**src/sv/qlet_pkg.sv**
```systemverilog
// Shared types, constants and helper functions for the quorum leader election tick block.
package qlet_pkg;

    // Peer population and timing
    localparam int PEER_COUNT = 32;
    localparam int TICK_MS    = 10;

    // Field widths
    localparam int MASK_W     = 32;
    localparam int ID_W       = 5;
    localparam int CNT_W      = 6;
    localparam int HOLD_W     = 16;
    localparam int REC_W      = 17;
    localparam int CAP_W      = 3;
    localparam int CFG_IDX_W  = 3;
    localparam int CFG_DATA_W = 32;

    // Queue sizing (power of two)
    localparam int Q_DEPTH    = 2;
    localparam int Q_PTR_W    = $clog2(Q_DEPTH);
    localparam int Q_CNT_W    = $clog2(Q_DEPTH + 1);

    // Peers that exist in this swarm
    localparam logic [MASK_W-1:0] PEER_RANGE = {MASK_W{1'b1}} >> (MASK_W - PEER_COUNT);

    // Capability flag positions
    localparam int CAP_RELAY    = 0;
    localparam int CAP_SENSOR   = 1;
    localparam int CAP_ACTUATOR = 2;

    typedef enum logic [1:0] {
        Q_LOST     = 2'd0,
        Q_DEGRADED = 2'd1,
        Q_HEALTHY  = 2'd2
    } t_quorum;

    typedef enum logic [1:0] {
        AB_NONE      = 2'd0,
        AB_TRIGGERED = 2'd1,
        AB_CLEARED   = 2'd2
    } t_abort;

    typedef enum logic [2:0] {
        ROLE_NONE     = 3'd0,
        ROLE_LEADER   = 3'd1,
        ROLE_RELAY    = 3'd2,
        ROLE_SENSOR   = 3'd3,
        ROLE_ACTUATOR = 3'd4,
        ROLE_FOLLOWER = 3'd5
    } t_role;

    typedef enum logic [CFG_IDX_W-1:0] {
        CFG_OWN_ID        = 3'd0,
        CFG_QUORUM_MIN    = 3'd1,
        CFG_QUORUM_TARGET = 3'd2,
        CFG_CAPABILITY    = 3'd3,
        CFG_HOLD_MS       = 3'd4,
        CFG_WHITELIST     = 3'd5,
        CFG_ANOMALY       = 3'd6
    } t_cfg_idx;

    // Input word: one tick
    typedef struct packed {
        logic [MASK_W-1:0] active_mask;
        logic [MASK_W-1:0] stale_mask;
        logic [MASK_W-1:0] departed_mask;
    } t_in_word;

    // Result word
    typedef struct packed {
        logic [1:0]       quorum_level;
        logic [1:0]       abort_signal;
        logic [ID_W-1:0]  fresh_peers;
        logic             lead_ok;
        logic [ID_W-1:0]  lead_id;
        logic [2:0]       role;
        logic [ID_W-1:0]  rank_slot;
        logic [CNT_W-1:0] group_size;
    } t_out_word;

    // Classified tick passed from front to back
    typedef struct packed {
        logic [MASK_W-1:0] fresh_mask;
        logic [CNT_W-1:0]  n_fresh;
        logic              vacuous;
    } t_cls_word;

    // Settings seen by the front
    typedef struct packed {
        logic [ID_W-1:0]   own_id;
        logic [MASK_W-1:0] whitelist_mask;
        logic [MASK_W-1:0] suspect_mask;
    } t_front_cfg;

    // Settings seen by the back
    typedef struct packed {
        logic [ID_W-1:0]   own_id;
        logic [CNT_W-1:0]  degrade_floor;
        logic [CNT_W-1:0]  healthy_floor;
        logic [CAP_W-1:0]  capability_bits;
        logic [HOLD_W-1:0] hold_ms;
    } t_back_cfg;

    // Population count of a peer mask
    function automatic logic [CNT_W-1:0] popcount(input logic [MASK_W-1:0] v);
        logic [CNT_W-1:0] n;
        n = '0;
        for (int i = 0; i < MASK_W; i++) begin
            n = n + CNT_W'(v[i]);
        end
        return n;
    endfunction

endpackage

```
**src/sv/qlet_front.sv**
```systemverilog
// Front end: accepts ticks, derives trusted fresh peers and counts, one register stage.
module qlet_front (
    input  logic                  i_clk,
    input  logic                  i_rst_n,
    input  logic                  push,
    output logic                  full,
    input  qlet_pkg::t_in_word    i_item_word,
    input  qlet_pkg::t_front_cfg  i_cfg,
    input  logic                  i_q_ready,
    output logic                  o_cls_valid,
    output qlet_pkg::t_cls_word   o_cls_word
);

    logic                            r_vld;
    logic                            n_vld;
    qlet_pkg::t_cls_word             r_cls;
    qlet_pkg::t_cls_word             cls;
    logic [qlet_pkg::MASK_W-1:0]     self_bit;
    logic [qlet_pkg::MASK_W-1:0]     trusted;
    logic [qlet_pkg::MASK_W-1:0]     known;
    logic [qlet_pkg::MASK_W-1:0]     dep;
    logic                            take;

    // Trust filter and peer classification
    always_comb begin
        if (int'(i_cfg.own_id) < qlet_pkg::PEER_COUNT) begin
            self_bit = qlet_pkg::MASK_W'(1) << i_cfg.own_id;
        end else begin
            self_bit = '0;
        end
        trusted = qlet_pkg::PEER_RANGE & ~self_bit & ~i_cfg.suspect_mask;
        if (i_cfg.whitelist_mask != '0) begin
            trusted = trusted & i_cfg.whitelist_mask;
        end
        known          = trusted & i_item_word.active_mask;
        dep            = known & i_item_word.departed_mask;
        cls.fresh_mask = known & ~i_item_word.departed_mask & ~i_item_word.stale_mask;
        cls.n_fresh    = qlet_pkg::popcount(cls.fresh_mask);
        // every known peer departed, and at least one did
        cls.vacuous    = (dep != '0) && ((known & ~i_item_word.departed_mask) == '0);
    end

    // Stage handshake
    assign full        = r_vld && !i_q_ready;
    assign take        = push && !full;
    assign o_cls_valid = r_vld;
    assign o_cls_word  = r_cls;

    always_comb begin
        if (take) begin
            n_vld = 1'b1;
        end else if (i_q_ready) begin
            n_vld = 1'b0;
        end else begin
            n_vld = r_vld;
        end
    end

    always_ff @(posedge i_clk) begin
        if (!i_rst_n) begin
            r_vld <= 1'b0;
        end else begin
            r_vld <= n_vld;
        end
    end

    always_ff @(posedge i_clk) begin
        if (take) begin
            r_cls <= cls;
        end
    end

endmodule

```
**src/sv/qlet_cls_q.sv**
```systemverilog
// Short queue of classified ticks between the front and the back.
module qlet_cls_q (
    input  logic                 i_clk,
    input  logic                 i_rst_n,
    input  logic                 i_push,
    input  qlet_pkg::t_cls_word  i_word,
    output logic                 o_ready,
    input  logic                 i_pop,
    output logic                 o_valid,
    output qlet_pkg::t_cls_word  o_head
);

    qlet_pkg::t_cls_word                 r_mem [qlet_pkg::Q_DEPTH];
    logic [qlet_pkg::Q_PTR_W-1:0]        r_wptr;
    logic [qlet_pkg::Q_PTR_W-1:0]        r_rptr;
    logic [qlet_pkg::Q_CNT_W-1:0]        r_cnt;
    logic [qlet_pkg::Q_CNT_W-1:0]        n_cnt;
    logic                                wr_en;
    logic                                rd_en;

    assign o_ready = (r_cnt != qlet_pkg::Q_CNT_W'(qlet_pkg::Q_DEPTH));
    assign o_valid = (r_cnt != '0);
    assign o_head  = r_mem[r_rptr];
    assign wr_en   = i_push && o_ready;
    assign rd_en   = i_pop && o_valid;

    always_comb begin
        n_cnt = r_cnt;
        if (wr_en && !rd_en) begin
            n_cnt = r_cnt + 1'b1;
        end else if (!wr_en && rd_en) begin
            n_cnt = r_cnt - 1'b1;
        end
    end

    // Pointers and fill level
    always_ff @(posedge i_clk) begin
        if (!i_rst_n) begin
            r_wptr <= '0;
            r_rptr <= '0;
            r_cnt  <= '0;
        end else begin
            if (wr_en) begin
                r_wptr <= r_wptr + 1'b1;
            end
            if (rd_en) begin
                r_rptr <= r_rptr + 1'b1;
            end
            r_cnt <= n_cnt;
        end
    end

    // Storage
    always_ff @(posedge i_clk) begin
        if (wr_en) begin
            r_mem[r_wptr] <= i_word;
        end
    end

    a_cnt_bound: assert property (@(posedge i_clk) disable iff (!i_rst_n)
        r_cnt <= qlet_pkg::Q_CNT_W'(qlet_pkg::Q_DEPTH))
        else $error("classified queue overfilled");

endmodule

```
**src/sv/qlet_back.sv**
```systemverilog
// Back end: quorum state, recovery hold, abort tracking, election and result queue.
module qlet_back (
    input  logic                 i_clk,
    input  logic                 i_rst_n,
    input  logic                 i_head_valid,
    input  qlet_pkg::t_cls_word  i_head,
    output logic                 o_head_pop,
    input  qlet_pkg::t_back_cfg  i_cfg,
    output logic                 empty,
    input  logic                 pop,
    output qlet_pkg::t_out_word  o_res_word
);

    qlet_pkg::t_quorum                   r_last;
    qlet_pkg::t_quorum                   raw;
    qlet_pkg::t_quorum                   level;
    qlet_pkg::t_abort                    r_abort;
    qlet_pkg::t_abort                    n_abort;
    qlet_pkg::t_role                     role;
    logic [qlet_pkg::REC_W-1:0]          r_rec;
    logic [qlet_pkg::REC_W-1:0]          n_rec;
    logic [qlet_pkg::REC_W-1:0]          rec_t;
    logic [qlet_pkg::REC_W-1:0]          hold_ext;
    logic [qlet_pkg::ID_W-1:0]           first_id;
    logic                                found;
    logic [qlet_pkg::ID_W-1:0]           leader;
    logic [qlet_pkg::MASK_W-1:0]         below;
    logic [qlet_pkg::CNT_W-1:0]          slot_cnt;
    qlet_pkg::t_out_word                 res;
    logic                                fire;

    qlet_pkg::t_out_word                 r_omem [qlet_pkg::Q_DEPTH];
    logic [qlet_pkg::Q_PTR_W-1:0]        r_owptr;
    logic [qlet_pkg::Q_PTR_W-1:0]        r_orptr;
    logic [qlet_pkg::Q_CNT_W-1:0]        r_ocnt;
    logic [qlet_pkg::Q_CNT_W-1:0]        n_ocnt;
    logic                                out_space;
    logic                                out_rd;

    assign out_space  = (r_ocnt != qlet_pkg::Q_CNT_W'(qlet_pkg::Q_DEPTH));
    assign fire       = i_head_valid && out_space;
    assign o_head_pop = fire;

    // Raw quorum from the fresh count; healthy when every known peer departed
    always_comb begin
        if (i_head.n_fresh >= i_cfg.healthy_floor) begin
            raw = qlet_pkg::Q_HEALTHY;
        end else if (i_head.n_fresh >= i_cfg.degrade_floor) begin
            raw = qlet_pkg::Q_DEGRADED;
        end else begin
            raw = qlet_pkg::Q_LOST;
        end
        if (i_head.vacuous) begin
            raw = qlet_pkg::Q_HEALTHY;
        end
    end

    // Recovery hold out of lost
    always_comb begin
        hold_ext = qlet_pkg::REC_W'(i_cfg.hold_ms);
        level    = raw;
        n_rec    = r_rec;
        rec_t    = r_rec;
        if (i_cfg.hold_ms != '0) begin
            if (raw == qlet_pkg::Q_LOST) begin
                n_rec = '0;
            end else if (r_last == qlet_pkg::Q_LOST) begin
                if (r_rec < hold_ext) begin
                    rec_t = r_rec + qlet_pkg::REC_W'(qlet_pkg::TICK_MS);
                end
                if (rec_t < hold_ext) begin
                    level = qlet_pkg::Q_LOST;
                    n_rec = rec_t;
                end else begin
                    n_rec = '0;
                end
            end
        end
    end

    // Abort trigger and one-tick clear
    always_comb begin
        n_abort = r_abort;
        if (r_abort == qlet_pkg::AB_CLEARED) begin
            n_abort = qlet_pkg::AB_NONE;
        end
        if (r_last != qlet_pkg::Q_LOST && level == qlet_pkg::Q_LOST) begin
            n_abort = qlet_pkg::AB_TRIGGERED;
        end else if (n_abort == qlet_pkg::AB_TRIGGERED && r_last == qlet_pkg::Q_LOST
                     && level != qlet_pkg::Q_LOST) begin
            n_abort = qlet_pkg::AB_CLEARED;
        end
    end

    // Lowest fresh peer id, leader choice and rank slot
    always_comb begin
        first_id = '0;
        found    = 1'b0;
        for (int i = qlet_pkg::MASK_W - 1; i >= 0; i--) begin
            if (i_head.fresh_mask[i]) begin
                first_id = qlet_pkg::ID_W'(i);
                found    = 1'b1;
            end
        end
        leader = i_cfg.own_id;
        if (found && first_id < i_cfg.own_id) begin
            leader = first_id;
        end
        below    = i_head.fresh_mask & ((qlet_pkg::MASK_W'(1) << i_cfg.own_id) - 1'b1);
        slot_cnt = qlet_pkg::popcount(below);
    end

    // Role choice
    always_comb begin
        if (leader == i_cfg.own_id) begin
            role = qlet_pkg::ROLE_LEADER;
        end else if (i_cfg.capability_bits[qlet_pkg::CAP_RELAY]) begin
            role = qlet_pkg::ROLE_RELAY;
        end else if (i_cfg.capability_bits[qlet_pkg::CAP_SENSOR]) begin
            role = qlet_pkg::ROLE_SENSOR;
        end else if (i_cfg.capability_bits[qlet_pkg::CAP_ACTUATOR]) begin
            role = qlet_pkg::ROLE_ACTUATOR;
        end else begin
            role = qlet_pkg::ROLE_FOLLOWER;
        end
    end

    // Result word assembly
    always_comb begin
        res.quorum_level = level;
        res.abort_signal = n_abort;
        res.fresh_peers  = i_head.n_fresh[qlet_pkg::ID_W-1:0];
        if (level == qlet_pkg::Q_LOST) begin
            res.lead_ok    = 1'b0;
            res.lead_id    = '0;
            res.role       = qlet_pkg::ROLE_NONE;
            res.rank_slot  = '0;
            res.group_size = '0;
        end else begin
            res.lead_ok    = 1'b1;
            res.lead_id    = leader;
            res.role       = role;
            res.rank_slot  = slot_cnt[qlet_pkg::ID_W-1:0];
            res.group_size = i_head.n_fresh + 1'b1;
        end
    end

    // Quorum state
    always_ff @(posedge i_clk) begin
        if (!i_rst_n) begin
            r_last  <= qlet_pkg::Q_LOST;
            r_rec   <= '0;
            r_abort <= qlet_pkg::AB_NONE;
        end else if (fire) begin
            r_last  <= level;
            r_rec   <= n_rec;
            r_abort <= n_abort;
        end
    end

    // Result queue
    assign empty      = (r_ocnt == '0);
    assign out_rd     = pop && !empty;
    assign o_res_word = r_omem[r_orptr];

    always_comb begin
        n_ocnt = r_ocnt;
        if (fire && !out_rd) begin
            n_ocnt = r_ocnt + 1'b1;
        end else if (!fire && out_rd) begin
            n_ocnt = r_ocnt - 1'b1;
        end
    end

    always_ff @(posedge i_clk) begin
        if (!i_rst_n) begin
            r_owptr <= '0;
            r_orptr <= '0;
            r_ocnt  <= '0;
        end else begin
            if (fire) begin
                r_owptr <= r_owptr + 1'b1;
            end
            if (out_rd) begin
                r_orptr <= r_orptr + 1'b1;
            end
            r_ocnt <= n_ocnt;
        end
    end

    always_ff @(posedge i_clk) begin
        if (fire) begin
            r_omem[r_owptr] <= res;
        end
    end

    a_clear_after_trigger: assert property (@(posedge i_clk) disable iff (!i_rst_n)
        (fire && res.abort_signal == qlet_pkg::AB_CLEARED) |-> (r_abort == qlet_pkg::AB_TRIGGERED))
        else $error("abort cleared without a prior trigger");

    a_group_size: assert property (@(posedge i_clk) disable iff (!i_rst_n)
        (fire && res.quorum_level != qlet_pkg::Q_LOST)
            |-> (res.group_size == qlet_pkg::CNT_W'(res.fresh_peers) + 1'b1))
        else $error("group size does not match fresh peer count");

    a_out_bound: assert property (@(posedge i_clk) disable iff (!i_rst_n)
        r_ocnt <= qlet_pkg::Q_CNT_W'(qlet_pkg::Q_DEPTH))
        else $error("result queue overfilled");

endmodule

```
**src/sv/quorum_leader_election_tick.sv**
```systemverilog
// Top level: configuration registers, front classifier, middle queue and back end.
// Flow: an accepted tick is registered in the front stage, then taken by the
// two-entry middle queue, then by the two-entry result queue that drives the result ports.
// Throughput: one tick per cycle unless full; full/empty follow the middle/result queues.
// Reset: synchronous active low; clears queues, quorum state (lost), recovery time,
// abort status (none) and all configuration registers to zero.
module quorum_leader_election_tick (
    input  logic                              i_clk,
    input  logic                              i_rst_n,
    input  logic                              push,
    output logic                              full,
    input  qlet_pkg::t_in_word                i_item_word,
    output logic                              empty,
    input  logic                              pop,
    output qlet_pkg::t_out_word               o_res_word,
    input  logic                              i_cfg_valid,
    output logic                              o_cfg_ready,
    input  logic [qlet_pkg::CFG_IDX_W-1:0]    i_cfg_index,
    input  logic [qlet_pkg::CFG_DATA_W-1:0]   i_cfg_data
);

    logic [qlet_pkg::ID_W-1:0]    r_own_id;
    logic [qlet_pkg::CNT_W-1:0]   r_degrade_floor;
    logic [qlet_pkg::CNT_W-1:0]   r_healthy_floor;
    logic [qlet_pkg::CAP_W-1:0]   r_capability;
    logic [qlet_pkg::HOLD_W-1:0]  r_hold_ms;
    logic [qlet_pkg::MASK_W-1:0]  r_whitelist;
    logic [qlet_pkg::MASK_W-1:0]  r_anomaly;

    qlet_pkg::t_front_cfg         front_cfg;
    qlet_pkg::t_back_cfg          back_cfg;
    logic                         cls_valid;
    qlet_pkg::t_cls_word          cls_word;
    logic                         q_ready;
    logic                         q_valid;
    qlet_pkg::t_cls_word          q_head;
    logic                         q_pop;

    // Configuration register file
    assign o_cfg_ready = 1'b1;

    always_ff @(posedge i_clk) begin
        if (!i_rst_n) begin
            r_own_id        <= '0;
            r_degrade_floor <= '0;
            r_healthy_floor <= '0;
            r_capability    <= '0;
            r_hold_ms       <= '0;
            r_whitelist     <= '0;
            r_anomaly       <= '0;
        end else if (i_cfg_valid && o_cfg_ready) begin
            case (i_cfg_index)
                qlet_pkg::CFG_OWN_ID:        r_own_id        <= i_cfg_data[qlet_pkg::ID_W-1:0];
                qlet_pkg::CFG_QUORUM_MIN:    r_degrade_floor <= i_cfg_data[qlet_pkg::CNT_W-1:0];
                qlet_pkg::CFG_QUORUM_TARGET: r_healthy_floor <= i_cfg_data[qlet_pkg::CNT_W-1:0];
                qlet_pkg::CFG_CAPABILITY:    r_capability    <= i_cfg_data[qlet_pkg::CAP_W-1:0];
                qlet_pkg::CFG_HOLD_MS:       r_hold_ms       <= i_cfg_data[qlet_pkg::HOLD_W-1:0];
                qlet_pkg::CFG_WHITELIST:     r_whitelist     <= i_cfg_data[qlet_pkg::MASK_W-1:0];
                qlet_pkg::CFG_ANOMALY:       r_anomaly       <= i_cfg_data[qlet_pkg::MASK_W-1:0];
                default: begin
                end
            endcase
        end
    end

    always_comb begin
        front_cfg.own_id          = r_own_id;
        front_cfg.whitelist_mask  = r_whitelist;
        front_cfg.suspect_mask    = r_anomaly;
        back_cfg.own_id           = r_own_id;
        back_cfg.degrade_floor    = r_degrade_floor;
        back_cfg.healthy_floor    = r_healthy_floor;
        back_cfg.capability_bits  = r_capability;
        back_cfg.hold_ms          = r_hold_ms;
    end

    qlet_front u_front (
        .i_clk       (i_clk),
        .i_rst_n     (i_rst_n),
        .push        (push),
        .full        (full),
        .i_item_word (i_item_word),
        .i_cfg       (front_cfg),
        .i_q_ready   (q_ready),
        .o_cls_valid (cls_valid),
        .o_cls_word  (cls_word)
    );

    qlet_cls_q u_cls_q (
        .i_clk   (i_clk),
        .i_rst_n (i_rst_n),
        .i_push  (cls_valid),
        .i_word  (cls_word),
        .o_ready (q_ready),
        .i_pop   (q_pop),
        .o_valid (q_valid),
        .o_head  (q_head)
    );

    qlet_back u_back (
        .i_clk        (i_clk),
        .i_rst_n      (i_rst_n),
        .i_head_valid (q_valid),
        .i_head       (q_head),
        .o_head_pop   (q_pop),
        .i_cfg        (back_cfg),
        .empty        (empty),
        .pop          (pop),
        .o_res_word   (o_res_word)
    );

endmodule

```
**config.mk**
```make
export PLATFORM = sky130hd
export DESIGN_NAME = quorum_leader_election_tick
export DESIGN_NICKNAME = d
export VERILOG_FILES = /design/src/sv/qlet_pkg.sv /design/src/sv/qlet_front.sv /design/src/sv/qlet_cls_q.sv /design/src/sv/qlet_back.sv /design/src/sv/quorum_leader_election_tick.sv
export SDC_FILE = /design/constraint.sdc
export NUM_CORES = 1
export LEC_CHECK = 0
export ABC_CLOCK_PERIOD_IN_PS = 6100
export BUFFER_PORTS_ARGS = -buffer_cell sky130_fd_sc_hd__buf_2
export CAP_MARGIN = 20
export CORE_AREA = 2 2 288 176
export DETAILED_ROUTE_END_ITERATION = 7
export DIE_AREA = 0 0 290 178
export GPL_ROUTABILITY_DRIVEN = 0
export SYNTH_ARGS = -nofsm -noshare
export SYNTH_HDL_FRONTEND = slang
export SYNTH_SLANG_ARGS = --single-unit
export TNS_END_PERCENT = 5
```
**constraint.sdc**
```tcl
create_clock -name i_clk -period 6.1 [get_ports i_clk]
set_input_delay 1.22 -clock i_clk [delete_from_list [all_inputs] [get_ports i_clk]]
set_output_delay 1.22 -clock i_clk [all_outputs]
set_load 0.1 [all_outputs]
```
**Word level (Yosys, flattened, before mapping)**

Memory sizes are Yosys's and may differ from the RTL's. A register that Yosys moved wholly into a read port is not among the register bits.
Cells that the tools add are included.
Widths: inputs -> output; s select.

- ROM bits: 0
- Memories kept: 2
- Register bits after elaboration: 169
- Output and inout bits: 32
- Bits in writable memories: 136
- Input bits: 136
- Word-level logic and storage cells: 271
- Bits in latches: 0

Memory list:

| memory | words | width | read ports | clocked after Yosys merged registers in | wr ports | RTL line | RTL |
|---|---|---|---|---|---|---|---|
| u_cls_q.r_mem | 2 | 39 | 1 | 1 | 1 | qlet_cls_q.sv:13 | `qlet_pkg::t_cls_word r_mem [qlet_pkg::Q_DEPTH];` |
| u_back.r_omem | 2 | 29 | 1 | 1 | 1 | qlet_back.sv:32 | `qlet_pkg::t_out_word r_omem [qlet_pkg::Q_DEPTH];` |

- Shift-type cells: 1
- Multiply operators: 0
- Eq/ne operators: 11
- Reduce and logical (&&, ||, !) cells: 46
- $add $sub $neg: 73
- Div/mod/pow operators: 0
- Magnitude comparators: 5
- Multiplexer cells: 102
- Bitwise logic cells: 11

Operators by type and width:

| operator | count |
|---|---|
| $and 32x32->32 | 7 |
| $add 6x1->6 | 30 |
| $mux 5 | 33 |
| $add 5x1->5 | 30 |
| $not 32->32 | 4 |
| $mux 17 | 7 |
| $reduce_bool 32->1 | 2 |
| $mux 1 | 44 |
| $lt 17x16->1 | 2 |
| $logic_not 32->1 | 1 |
| $mux 32 | 1 |
| $shl 1x5->32 const A | 1 |
| $sub 32x1->32 const B | 1 |
| $mux 2 | 13 |
| $mux 20 | 1 |
| $add 17x4->17 const B | 1 |
| $reduce_bool 16->1 | 1 |
| $logic_and 1x1->1 | 15 |
| $reduce_and 2->1 | 7 |
| $reduce_bool 2->1 | 7 |
| $ge 6x6->1 | 2 |
| $eq 3x3->1 const B | 3 |
| $mux 3 | 3 |
| $logic_not 2->1 | 4 |
| 15 further kinds | 29 |

**Depth between registers and ports, before layout**

- Word-level depth: 39
- Gate-level depth with buffers: 26

**By module**

From an unflattened synthesis, not the netlist that was laid out.

- Cell total of the unflattened synthesis: 1591
- Area, all modules: 17050.1 µm²

By module, submodules not included:

| module | cells an instance | seq. area each (µm²) | area an instance (µm²) | times used |
|---|---|---|---|---|
| qlet_back | 710 | 2242.2 | 6772.7 | 1 |
| quorum_leader_election_tick | 367 | 2001.9 | 3697.3 | 1 |
| qlet_front | 369 | 1191.1 | 3529.6 | 1 |
| qlet_cls_q | 145 | 2442.3 | 3050.4 | 1 |

**Worst setup path before layout**

Ideal clock, no wire load.

- Kind: register to register
- Start point: register r_own_id[1] (netlist name)
- End point: memory u_back.r_omem[0][10] (netlist name) (data pin)
- Path slack: -0.592 ns
- Data arrival time: 6.432 ns
- Period minus slack after synthesis: 6.692 ns
- Setup time: 0.259 ns
- Stages on the path, launching flop included: 25
- Buffers on the path: 2
- Cell sequence: dfxtp_1 -> buf_2 -> nor3_1 -> nand2_1 -> ha_1 -> clkbuf_1 -> inv_1 -> nand2_1 -> o21ai_0 -> a22o_1 -> a21oi_1 -> or2_2 -> fa_1 -> fa_1 -> fa_1 -> fa_1 -> fa_1 -> fa_1 -> fa_1 -> fa_1 -> inv_1 -> a21o_1 -> a21oi_1 -> xor2_1 -> nor2_1

RTL lines:

| element | RTL line | RTL |
|---|---|---|
| start: declaration | quorum_leader_election_tick.sv:22 | `logic [qlet_pkg::ID_W-1:0] r_own_id;` |
| start signal: assignment | quorum_leader_election_tick.sv:53 | `qlet_pkg::CFG_OWN_ID: r_own_id <= i_cfg_data[qlet_pkg::ID_W-1:0];` |
| end: declaration | qlet_back.sv:32 |  |

==> impl_results.md <==
* Internal power at 4.632 mW
* Power Total at 7.695 mW
* Clock skew at 0.02365 ns
* Critical-path maximum fanout at 6
* Max Cap Viol at 0
* Crit. End Element: register
* ANT nets after route at 0
* Clock Sink Count at 306
* CTS max path bufs at 3
* DRC at 0
* Crit share post-route at 1.033
* Min-delay src: u_front.o_cls_word[26]
* CP Launch Type: register
* Complex-gate fraction of the synthesized area at 0.1450
* IO Pins at 168
* Total Wirelength at 55.81 mm
* Antenna violations before repair at 5
* Synth top area share at 0.3091
* Vias in the first global route at 14030
* Final Hold Fails at 0
* Synth Register Bits at 306
* Avg Inst Size Synth at 9.996 sq um
* Reg2reg setup slack at -0.20 ns
* Worst setup margin at -0.2017 ns
* Fraction of layout cells with a size suffix above 1 at 0.2429
* Non-filler cells, final at 2662
* End of the critical path: u_front.o_cls_word[5]
* Total track usage at 0.2144
* Die area at 51620 sq um
* Max Slew Vio Count at 0
* Logic pwr share at 0.381
* Largest family of logic cells by synthesized area: simple AND/OR/NAND/NOR gates
* DP HPWL at 43.60 mm
* Top FF cell, synth: edfxtp_1
* Cell Area, Synth at 17000 sq um
* Synth-to-Final Area Change at 22.56%
* Sw frac at 0.3981
* Via count at 14390
* DR pass1 iterations at 8
* Xor/xnor cell area share of the yosys netlist at 0.01700
* Seq/Total Area, Yosys at 0.4633
* Worst Max-Slew Pin Slew at 1.008 ns
* Adder-cell share of the synthesized area at 0.1058
* DR vias/cell at 5.405
* Post-synthesis mux area share at 0.05085
* DR iter-0 viols at 1563
* Nets at 2237
* Worst-Skew Late Latency at 0.58 ns
* R2R depth at 21
* Num rows at 63
* Worst path arrival time at 6.62 ns
* Routed len/inst at 20.97 microns
* Core area at 48950 sq um
* CTS buffer count at 29
* Post-synthesis cell type with the largest combined area: edfxtp_1
* Asr flop ratio synth at 0
* Pre-CTS setup slack at -0.3744 ns
* CTS tree: yes
* Max-slew headroom at 0.3244
* Pin count of the biggest net entering global routing at 86
* H-Tree Depth at 1
* Critical path origin: r_whitelist[0]
* Worst r2r src: r_whitelist[0]
* Status: complete, but fails checks
* Synth top cells by count: nand2_1 (207), edfxtp_1 (175), inv_1 (134)
* Fillers at 4634
* EDFF count, synth at 175
* Port Buffers at 166
* Critical path type: register to register
* Global-route wire length before repair at 84.23 mm
* Simple-Gate Fraction of Synth Area at 0.1688
* Area contributors post-synth: edfxtp_1 (31%), dfxtp_1 (15%), fa_1 (5.7%), ha_1 (4.9%), nand2_1 (4.6%)
* Post-synthesis cell type count at 86
* Die height at 178 microns
* Reg2reg end: u_front.o_cls_word[5]
* Post-layout min period at 6.302 ns
* Yosys warnings at 0
* Leakage at 8.327 nW
* Sequential share of power at 0.350
* CP required at 6.42 ns
* Syn Inst Count at 1701
* Peak VDD IR at 0.4263 mV
* Clock transition at path regs at 0.07 ns
* Failing checks: negative setup slack
* Clock root buffer: clkbuf_16
* PwrDens at 369.3 nW/um^2
* DIE WIDTH at 290 microns
* Setup TNS at -0.7059 ns
* Clock power share at 0.269
* Psw at 3.063 mW
* Worst Hold Class: register to register
* FMAX at 158.7 MHz
* Global route overflow at 0
* Initial Util at 0.3473
* Unrepaired setup endpoints after global routing: true
* Setup Viol. Count Final at 6
* Dpl cells at 2601
* Count leader, synth: nand2_1
[per-layer routing]
layer	wire length [microns]	share of wire	GRT usage	vias up
li1	-	-	-	6669
met1	26030	0.47	0.3187	6853
met2	22030	0.39	0.3020	734
met3	6072	0.11	0.05881	127
met4	1647	0.030	0.05946	6
met5	36	0.00064	0	-
[per-stage QoR]
| stage | util | instance area, sq um | hold slack, ns |
|---|---|---|---|
| 2_1_floorplan | - | 17080 | 0.4215 |
| 3_3_place_gp | 0.4008 | 19620 | 0.4306 |
| 3_5_place_dp | 0.4008 | 19620 | 0.4352 |
| 4_1_cts | 0.4242 | 20760 | 0.4410 |
| 5_1_grt | 0.4255 | 20830 | 0.4664 |
| 6_report | 0.4257 | 20840 | 0.4490 |
[power groups by stage]
stage          registers [mW]  logic [mW]  clock network [mW]
2_1_floorplan            2.67        2.18                   0
3_3_place_gp             2.72        2.86                   0
3_5_place_dp             2.73        2.90                   0
4_1_cts                  2.69        2.92                2.10
5_1_grt                  2.72        3.14                2.19
6_report                 2.69        2.93                2.07
[sequential cells by signal, indices dropped and copies added (netlist names), 6 cells and up, named ones only]
register / cells
r_healthy_floor: 6
r_whitelist: 32
u_back.r_omem: 58
u_back.r_rec: 16
r_hold_ms: 16
u_front.o_cls_word: 39
r_degrade_floor: 6
u_cls_q.r_mem: 78
r_anomaly: 32
[cells by family (layout without fill, tap and decap cells)]
kind of cell / after synthesis / count (layout)
multiplexers: 81 / 81
AND/OR/NAND/NOR: 585 / 585
other: 1 / 5
XOR/XNOR: 33 / 33
AO/OA/AOI/OAI: 370 / 370
adder cells (fa/ha/maj): 115 / 115
flip-flops: 306 / 306
buffers and inverters: 210 / 517
[critical path, cell delays in order (launching register included)]
cell,delay (ns)
dfxtp_2,0.34
nor4_4,0.28
buf_4,0.18
nand4_1,0.12
nor2_2,0.15
buf_6,0.17
buf_4,0.12
buf_4,0.10
o21ai_1,0.08
or3_4,0.40
fa_1,0.57
fa_1,0.46
fa_1,0.52
fa_1,0.43
fa_1,0.46
fa_1,0.49
inv_1,0.05
fa_2,0.35
fa_2,0.35
a21o_1,0.18
a21oi_2,0.13
xnor2_1,0.09
[what timing repair did]
item / in CTS / in global routing
buffers inserted: 2 / 2
hold buffers: 0 / 0
endpoints found under the setup margin: 10 / 13
pin swaps: 5 / 13
resized for setup: 12 / 11
[worst min path at each step]
stage                                end  slack [ns]  cells past startpoint
finish              u_cls_q.r_mem[0][26]        0.45                      0
global route        u_cls_q.r_mem[1][31]        0.47                      0
CTS                 u_cls_q.r_mem[0][30]        0.44                      0
detailed placement  u_cls_q.r_mem[0][26]        0.44                      0
global placement    u_cls_q.r_mem[0][31]        0.43                      0
floorplan            u_cls_q.r_mem[0][0]        0.42                      0
[cell usage in the layout (no fill, tap or decap), types with 11 or more instances in the layout]
| master | Yosys | final |
|---|---|---|
| or2_2 | 11 | 11 |
| o22ai_1 | 20 | 20 |
| ha_1 | 67 | 66 |
| or3_1 | 31 | 29 |
| nand2_1 | 207 | 206 |
| o21ai_0 | 53 | 48 |
| nand2b_1 | 33 | 33 |
| nor2b_1 | 22 | 21 |
| dfxtp_1 | 131 | 128 |
| xor2_1 | 20 | 20 |
| fa_1 | 48 | 44 |
| edfxtp_1 | 175 | 175 |
| mux2i_1 | 38 | 38 |
| nand3_1 | 20 | 20 |
| o211ai_1 | 25 | 25 |
| nor3_1 | 54 | 50 |
| nor3b_1 | 19 | 19 |
| a21oi_1 | 130 | 128 |
| clkbuf_16 | 0 | 29 |
| xnor2_1 | 13 | 13 |
| a21o_1 | 18 | 18 |
| mux2_2 | 42 | 42 |
| buf_4 | 5 | 155 |
| nand4_1 | 11 | 11 |
| nor4_1 | 18 | 17 |
| o221ai_1 | 16 | 16 |
| inv_1 | 134 | 131 |
| buf_2 | 15 | 166 |
| nor2_1 | 118 | 112 |
[final cells by class]
cell class	instances	area (sq um)	area share
clock inverters	21	324.1	0.01555
diodes	3	7.507	0.0003603
flip-flops and latches	306	7881	0.3782
clock buffers	33	750.7	0.03603
inverters	137	519.2	0.02492
repair buffers	326	2068	0.09926
multi-input cells	1186	8473	0.4066
well taps	650	813.3	0.03903
No activity file was read; power rests on OpenSTA's default activity.
